$ cat config.mk
export PLATFORM = sky130hd
export DESIGN_NAME = lru_key_value_cache_unit
export DESIGN_NICKNAME = d
export VERILOG_FILES = /design/src/lru_kvc_pkg.sv /design/src/lru_key_value_cache_unit.sv
export SDC_FILE = /design/constraint.sdc
export NUM_CORES = 2
export LEC_CHECK = 0
export BUFFER_PORTS_ARGS = -buffer_cell sky130_fd_sc_hd__buf_2
export CORE_MARGIN = 5
export CORE_UTILIZATION = 55
export CTS_BUF_LIST = sky130_fd_sc_hd__clkbuf_4 sky130_fd_sc_hd__clkbuf_8
export DETAILED_ROUTE_END_ITERATION = 10
export PLACE_DENSITY_LB_ADDON = 0.3
export SLEW_MARGIN = 15
export SYNTH_ARGS = -nofsm -noshare
export SYNTH_HDL_FRONTEND = slang
export SYNTH_SLANG_ARGS = --single-unit
$ cat constraint.sdc
create_clock -name clk -period 8.7 [get_ports clk]
set_input_delay 0.87 -clock clk [delete_from_list [all_inputs] [get_ports clk]]
set_output_delay 0.87 -clock clk [all_outputs]
set_load 0.03 [all_outputs]
$ cat src/lru_kvc_pkg.sv
// Shared constants for the LRU key-value cache: store depth, index widths,
// command codes and configuration register map. No dependencies.
package lru_kvc_pkg;

    localparam int DEPTH  = 16;
    localparam int IDX_W  = (DEPTH > 1) ? $clog2(DEPTH) : 1;
    localparam int RANK_W = IDX_W;
    localparam int CNT_W  = $clog2(DEPTH + 1);

    localparam int KEY_W  = 32;
    localparam int VAL_W  = 32;

    localparam int CAP_W  = 5;
    localparam logic [CAP_W-1:0] CAP_RESET = 5'd16;

    localparam int ADDR_W = 3;
    localparam int DATA_W = 32;
    localparam logic [ADDR_W-3:0] REG_CAPACITY = 1'b0;

    localparam logic CMD_GET = 1'b0;
    localparam logic CMD_PUT = 1'b1;

    localparam logic signed [VAL_W-1:0] MISS_VALUE = -32'sd1;

endpackage

$ cat src/lru_key_value_cache_unit.sv
// Fully associative key-value cache with least-recently-used replacement.
// Depends on lru_kvc_pkg for depth, widths, command codes and register map.
//
//  channel   | handshake            | payload
//  ----------+----------------------+------------------------------------------
//  command   | start / busy         | command, key, value
//  result    | done (strobe)        | found, read_value, evicted, evicted_key
//  config    | APB psel/penable     | paddr, pwdata, prdata (capacity)
//
// An item is taken into the input register on the cycle start is seen (busy is
// always low), looked up against all entries in parallel in the next cycle, and
// its result is on the outputs with done high in the cycle after that; one item
// per cycle is sustained. The store updates at the same edge as the result
// register, so a following item sees it. Reset empties the store and sets
// capacity to 16. The receiver cannot stall the result.
module lru_key_value_cache_unit
(
    input  logic                                  clk,
    input  logic                                  rst_n,

    input  logic                                  start,
    output logic                                  busy,
    input  logic                                  command,
    input  logic signed [lru_kvc_pkg::KEY_W-1:0]  key,
    input  logic signed [lru_kvc_pkg::VAL_W-1:0]  value,

    output logic                                  done,
    output logic                                  found,
    output logic signed [lru_kvc_pkg::VAL_W-1:0]  read_value,
    output logic                                  evicted,
    output logic signed [lru_kvc_pkg::KEY_W-1:0]  evicted_key,

    input  logic                                  psel,
    input  logic                                  penable,
    input  logic                                  pwrite,
    input  logic [lru_kvc_pkg::ADDR_W-1:0]        paddr,
    input  logic [lru_kvc_pkg::DATA_W-1:0]        pwdata,
    output logic [lru_kvc_pkg::DATA_W-1:0]        prdata,
    output logic                                  pready
);

    localparam int D  = lru_kvc_pkg::DEPTH;
    localparam int IW = lru_kvc_pkg::IDX_W;
    localparam int RW = lru_kvc_pkg::RANK_W;
    localparam int CW = lru_kvc_pkg::CNT_W;

    // configuration
    logic [lru_kvc_pkg::CAP_W-1:0] cap_reg;
    logic                          cfg_write;

    // input register
    logic                                 in_valid_reg;
    logic                                 in_cmd_reg;
    logic signed [lru_kvc_pkg::KEY_W-1:0] in_key_reg;
    logic signed [lru_kvc_pkg::VAL_W-1:0] in_val_reg;

    // store
    logic signed [lru_kvc_pkg::KEY_W-1:0] key_reg   [D];
    logic signed [lru_kvc_pkg::VAL_W-1:0] val_reg   [D];
    logic        [D-1:0]                  valid_reg;
    logic        [RW-1:0]                 rank_reg  [D];
    logic        [CW-1:0]                 count_reg;

    logic        [D-1:0]                  valid_next;
    logic        [RW-1:0]                 rank_next [D];
    logic        [CW-1:0]                 count_next;

    // result register
    logic                                 done_reg;
    logic                                 found_reg;
    logic signed [lru_kvc_pkg::VAL_W-1:0] read_value_reg;
    logic                                 evicted_reg;
    logic signed [lru_kvc_pkg::KEY_W-1:0] evicted_key_reg;

    logic                                 found_next;
    logic signed [lru_kvc_pkg::VAL_W-1:0] read_value_next;
    logic                                 evicted_next;
    logic signed [lru_kvc_pkg::KEY_W-1:0] evicted_key_next;

    // lookup and write control
    logic [CW-1:0] cap_eff;
    logic [D-1:0]  match;
    logic          hit;
    logic [IW-1:0] hit_idx;
    logic [IW-1:0] lru_idx;
    logic [IW-1:0] free_idx;
    logic [RW-1:0] lru_rank;
    logic [RW-1:0] hit_rank;
    logic          do_evict;
    logic          do_fill;
    logic          do_touch;
    logic [IW-1:0] fill_idx;

    assign busy      = 1'b0;
    assign pready    = 1'b1;
    assign cfg_write = psel && penable && pwrite && pready
                       && (paddr[lru_kvc_pkg::ADDR_W-1:2] == lru_kvc_pkg::REG_CAPACITY);
    assign prdata    = (paddr[lru_kvc_pkg::ADDR_W-1:2] == lru_kvc_pkg::REG_CAPACITY)
                       ? lru_kvc_pkg::DATA_W'(cap_reg) : '0;

    assign done        = done_reg;
    assign found       = found_reg;
    assign read_value  = read_value_reg;
    assign evicted     = evicted_reg;
    assign evicted_key = evicted_key_reg;

    always_comb
    begin
        // clamp capacity into 1..DEPTH
        if (cap_reg == '0)
        begin
            cap_eff = CW'(1);
        end
        else if (32'(cap_reg) > 32'(D))
        begin
            cap_eff = CW'(D);
        end
        else
        begin
            cap_eff = CW'(cap_reg);
        end

        // ranks of valid entries form 0..count-1, so the LRU entry is unique
        lru_rank = RW'(count_reg - CW'(1));

        hit_idx  = '0;
        lru_idx  = '0;
        free_idx = '0;
        for (int i = D - 1; i >= 0; i--)
        begin
            match[i] = valid_reg[i] && (key_reg[i] == in_key_reg);
            if (match[i])
            begin
                hit_idx = IW'(i);
            end
            if (valid_reg[i] && (rank_reg[i] == lru_rank))
            begin
                lru_idx = IW'(i);
            end
            if (!valid_reg[i])
            begin
                free_idx = IW'(i);
            end
        end
        hit      = |match;
        hit_rank = rank_reg[hit_idx];

        do_touch = in_valid_reg && hit;
        do_fill  = in_valid_reg && !hit && (in_cmd_reg == lru_kvc_pkg::CMD_PUT);
        do_evict = do_fill && (count_reg >= cap_eff);
        fill_idx = do_evict ? lru_idx : free_idx;

        valid_next = valid_reg;
        count_next = count_reg;
        for (int i = 0; i < D; i++)
        begin
            rank_next[i] = rank_reg[i];
            if (do_touch)
            begin
                if (IW'(i) == hit_idx)
                begin
                    rank_next[i] = '0;
                end
                else if (valid_reg[i] && (rank_reg[i] < hit_rank))
                begin
                    rank_next[i] = rank_reg[i] + RW'(1);
                end
            end
            else if (do_fill)
            begin
                if (IW'(i) == fill_idx)
                begin
                    rank_next[i] = '0;
                end
                else if (valid_reg[i])
                begin
                    rank_next[i] = rank_reg[i] + RW'(1);
                end
            end
        end
        if (do_fill)
        begin
            valid_next[fill_idx] = 1'b1;
            if (!do_evict)
            begin
                count_next = count_reg + CW'(1);
            end
        end

        found_next       = hit;
        evicted_next     = do_evict;
        evicted_key_next = do_evict ? key_reg[lru_idx] : '0;
        if (in_cmd_reg == lru_kvc_pkg::CMD_PUT)
        begin
            read_value_next = '0;
        end
        else if (hit)
        begin
            read_value_next = val_reg[hit_idx];
        end
        else
        begin
            read_value_next = lru_kvc_pkg::MISS_VALUE;
        end
    end

    // control state
    always_ff @(posedge clk or negedge rst_n)
    begin
        if (!rst_n)
        begin
            cap_reg      <= lru_kvc_pkg::CAP_RESET;
            in_valid_reg <= 1'b0;
            done_reg     <= 1'b0;
            valid_reg    <= '0;
            count_reg    <= '0;
            for (int i = 0; i < D; i++)
            begin
                rank_reg[i] <= '0;
            end
        end
        else
        begin
            if (cfg_write)
            begin
                cap_reg <= pwdata[lru_kvc_pkg::CAP_W-1:0];
            end
            in_valid_reg <= start && !busy;
            done_reg     <= in_valid_reg;
            valid_reg    <= valid_next;
            count_reg    <= count_next;
            for (int i = 0; i < D; i++)
            begin
                rank_reg[i] <= rank_next[i];
            end
        end
    end

    // payload: input transfer, store contents and result fields
    always_ff @(posedge clk)
    begin
        if (start && !busy)
        begin
            in_cmd_reg <= command;
            in_key_reg <= key;
            in_val_reg <= value;
        end
        if (do_fill)
        begin
            key_reg[fill_idx] <= in_key_reg;
            val_reg[fill_idx] <= in_val_reg;
        end
        else if (do_touch && (in_cmd_reg == lru_kvc_pkg::CMD_PUT))
        begin
            val_reg[hit_idx] <= in_val_reg;
        end
        if (in_valid_reg)
        begin
            found_reg       <= found_next;
            read_value_reg  <= read_value_next;
            evicted_reg     <= evicted_next;
            evicted_key_reg <= evicted_key_next;
        end
    end

endmodule
==> results.yml <==
critical_path:
  required_ns: 9.47
  crit_arrival_ns: 8.20
  worstSetupPathType: "register to register"
  r2r_setup_slack_ns: 1.27
  cp_max_fo: 26
  crit_path_start_kind: "register"
  endpoint_kind: "register"
grt:
  grt_pass1_wl_um: 286000
  grt_pass1_vias: 43400
  grt_use_total: 0.318
  grt_max_degree: 112
  grt_overflow: 0
  antenna_found_initial: 5
timing:
  maxSlewHeadroom: 0.152
  post-route-period-util: 0.854
  rsz0062_at_grt: "false"
  hold_viol: 0
  finalSetupViolations: 0
  finClkSkew_ns: 0.0796
  slew_violations: 0
  finalSetupTns_ns: 0
  worst_pin_slew_ns: 1.26
  max_freq_mhz: 135
  layout_min_cycle_time_ns: 7.43
yosys:
  syn_area_um2: 61900
  syn_inst: 5527
  synthFlopType: "edfxtp_1"
  synth_top_family_by_area: "simple AND/OR/NAND/NOR gates"
  synth_edf_count: 1155
  avgSynthCellArea_um2: 11.2
  yosysSeqAreaShare: 0.598
  synthXorXnorAreaFrac: 0.0836
  synth-compound-area-share: 0.0818
  synth_mux_area_frac: 0.00683
  ys_warn_count: 0
  synth.distinct_cells: 109
  synthArstFlopShare: 0.0738
  synth-simple-area-share: 0.183
  synth_adder_area_share: 0.0144
  ys_ff_latch: 1247
cts:
  clockBufferDepth: 3
  ctsResizeCount: 0
  cts_inserted_buffers: 201
  worstSkewPairLatency_ns: 0.93
  clk_pin_slew_worst_paths_ns: 0.06
  htreeDepth: 4
  clock-sinks: 1247
  cts_setup_buffers: 0
  cts_tree: "done"
  clock-root-buffer: "clkbuf_8"
power:
  leakage_nw: 24.9
  power_density_nw_per_um2: 339
  ir_drop_mv: 0.628
cells_and_area:
  most-common-layout-cells: "nand2_1 (1315), edfxtp_1 (1155), xor2_1 (345)"
  mostFrequentLayoutCell: "nand2_1"
  fin_nets: 5897
  drive_above_1_share: 0.127
  postLayoutCoreUtil: 0.612
  syn2layout_area_growth_pct: 10.9
floorplanning:
  start_util: 0.552
  die_h_um: 345
  boundaryPins: 207
  coreArea_um2: 112000
  dieArea_um2: 119000
  num_rows: 123
  die_x_um: 345
detailed_routing:
  vias_per_cell: 6.35
  routed_wl_um: 197000
  drcViolationCount: 0
  wl_per_cell_um: 26.7
  vias: 46900
  drt_iter0_markers: 6578
  firstDrtPassIters: 5
  ant_nets: 0
placed_design:
  dp_hpwl_um: 130000
  gp_congestion: 1.01
  portBuffers: 148
hold_path:
  hold_class: "input port to register"
outcome:
  status: "complete, no violations"
job:
  cap_violations: 0
## routing by layer
layer / up-vias / GRT usage / share of wire
met5: - / 0 / 0.00020
met2: 3053 / 0.463 / 0.43
met1: 22900 / 0.453 / 0.39
met4: 6 / 0.136 / 0.048
li1: 20500 / - / -
met3: 484 / 0.0887 / 0.13
## metrics by stage
| step | hold WS, ns | instances | power, mW | cell area, µm² | worst slack, ns |
|---|---|---|---|---|---|
| floorplan | 0.449 | 5554 | 13.9 | 62000 | 1.23 |
| global placement | 0.468 | 7014 | 17.7 | 64600 | 1.51 |
| detailed placement | 0.471 | 7014 | 17.9 | 64600 | 1.48 |
| CTS | 0.0729 | 7378 | 22.9 | 68600 | 1.47 |
| global route | 0.0854 | 7382 | 24.2 | 68600 | 0.949 |
| finish | 0.127 | 7384 | 23.3 | 68600 | 1.27 |
## path summary, 6_finish.rpt
check                                     from              to  cells after the start
worst max-delay path            in_key_reg[16]    rank_reg[21]                     21
worst min-delay path                 value[26]  in_val_reg[26]                      1
worst max register to register  in_key_reg[16]    rank_reg[21]                     21
worst min register to register    count_reg[4]    count_reg[4]                      1
max in group asynchronous                rst_n    in_valid_reg                      3
min in group asynchronous                rst_n      cap_reg[3]                      2
## where the power goes
| part | leakage, nW | switching (mW) | internal (mW) |
|---|---|---|---|
| combinational | 11.1 | 7.69 | 2.81 |
| sequential | 11.7 | 0.492 | 7.25 |
| clock | 2.10 | 2.43 | 2.63 |
## area by class of cell
class                           instances  area [µm²]
Antenna cell                            4        10.0
Clock inverter                         98         681
Timing Repair Buffer                  317        2240
Inverter                               59         221
Fill cell                            8880       43500
Tap cell                             1500        1880
Sequential cell                      1247       37000
Clock buffer                          265        3280
Multi-Input combinational cell       3894       23300
## repair_timing
action	in CTS	in global routing
endpoints found under the hold margin	39	0
hold buffers	1	0
endpoints found under the setup margin	0	0
## synthesized netlist by cell type, types with 14 or more instances
| cell type | number | area share |
|---|---|---|
| nand2_1 | 1315 | 0.080 |
| edfxtp_1 | 1155 | 0.56 |
| xor2_1 | 345 | 0.049 |
| nor2_1 | 262 | 0.016 |
| nand3_1 | 219 | 0.018 |
| clkbuf_1 | 212 | 0.013 |
| xnor2_1 | 200 | 0.028 |
| nor4_1 | 157 | 0.016 |
| a31oi_1 | 140 | 0.014 |
| o21ai_0 | 128 | 0.010 |
| nand4_1 | 122 | 0.012 |
| a21oi_1 | 111 | 0.0090 |
| dfrtp_1 | 91 | 0.037 |
| and3_1 | 82 | 0.0083 |
| a211oi_1 | 76 | 0.0092 |
| a311oi_1 | 72 | 0.010 |
| ha_1 | 71 | 0.014 |
| nand2b_1 | 69 | 0.0070 |
| nor3_1 | 62 | 0.0050 |
| buf_4 | 61 | 0.0074 |
| inv_1 | 55 | 0.0033 |
| buf_2 | 41 | 0.0033 |
| a221oi_1 | 32 | 0.0045 |
| or4_1 | 28 | 0.0034 |
| nor2b_1 | 23 | 0.0023 |
| buf_6 | 22 | 0.0040 |
| mux2i_1 | 19 | 0.0031 |
| nand4b_1 | 19 | 0.0027 |
| or2_2 | 19 | 0.0019 |
| or3_1 | 19 | 0.0019 |
| buf_1 | 18 | 0.0011 |
| o211ai_1 | 16 | 0.0019 |
| xnor3_1 | 15 | 0.0055 |
| o21a_1 | 14 | 0.0017 |
## kinds of logic (layout without fill, tap and decap cells)
group,after synthesis,after routing
flip-flops,1247,1247
buffers and inverters,413,739
other,2,33
XOR/XNOR,563,563
adder cells (fa/ha/maj),71,71
AO/OA/AOI/OAI,735,735
multiplexers,39,39
AND/OR/NAND/NOR,2457,2457
## worst max-delay path, cell delays in order (launching register included)
cell       delay (ns)
edfxtp_1         0.94
buf_4            0.41
xor2_1           0.13
nor4_1           0.30
nand4b_1         0.17
nor4_1           0.91
o2111ai_1        0.27
o21bai_1         0.30
o21ai_4          0.72
nand2_1          0.12
nand3_1          0.12
o21ai_0          0.18
nand2_1          0.13
o21ai_0          0.08
a221o_1          0.49
buf_4            0.28
ha_1             0.19
or4_1            0.40
a311o_1          0.30
o21a_1           0.21
or3_4            0.35
mux2_4           0.30
(Power assumes the default switching activity.)
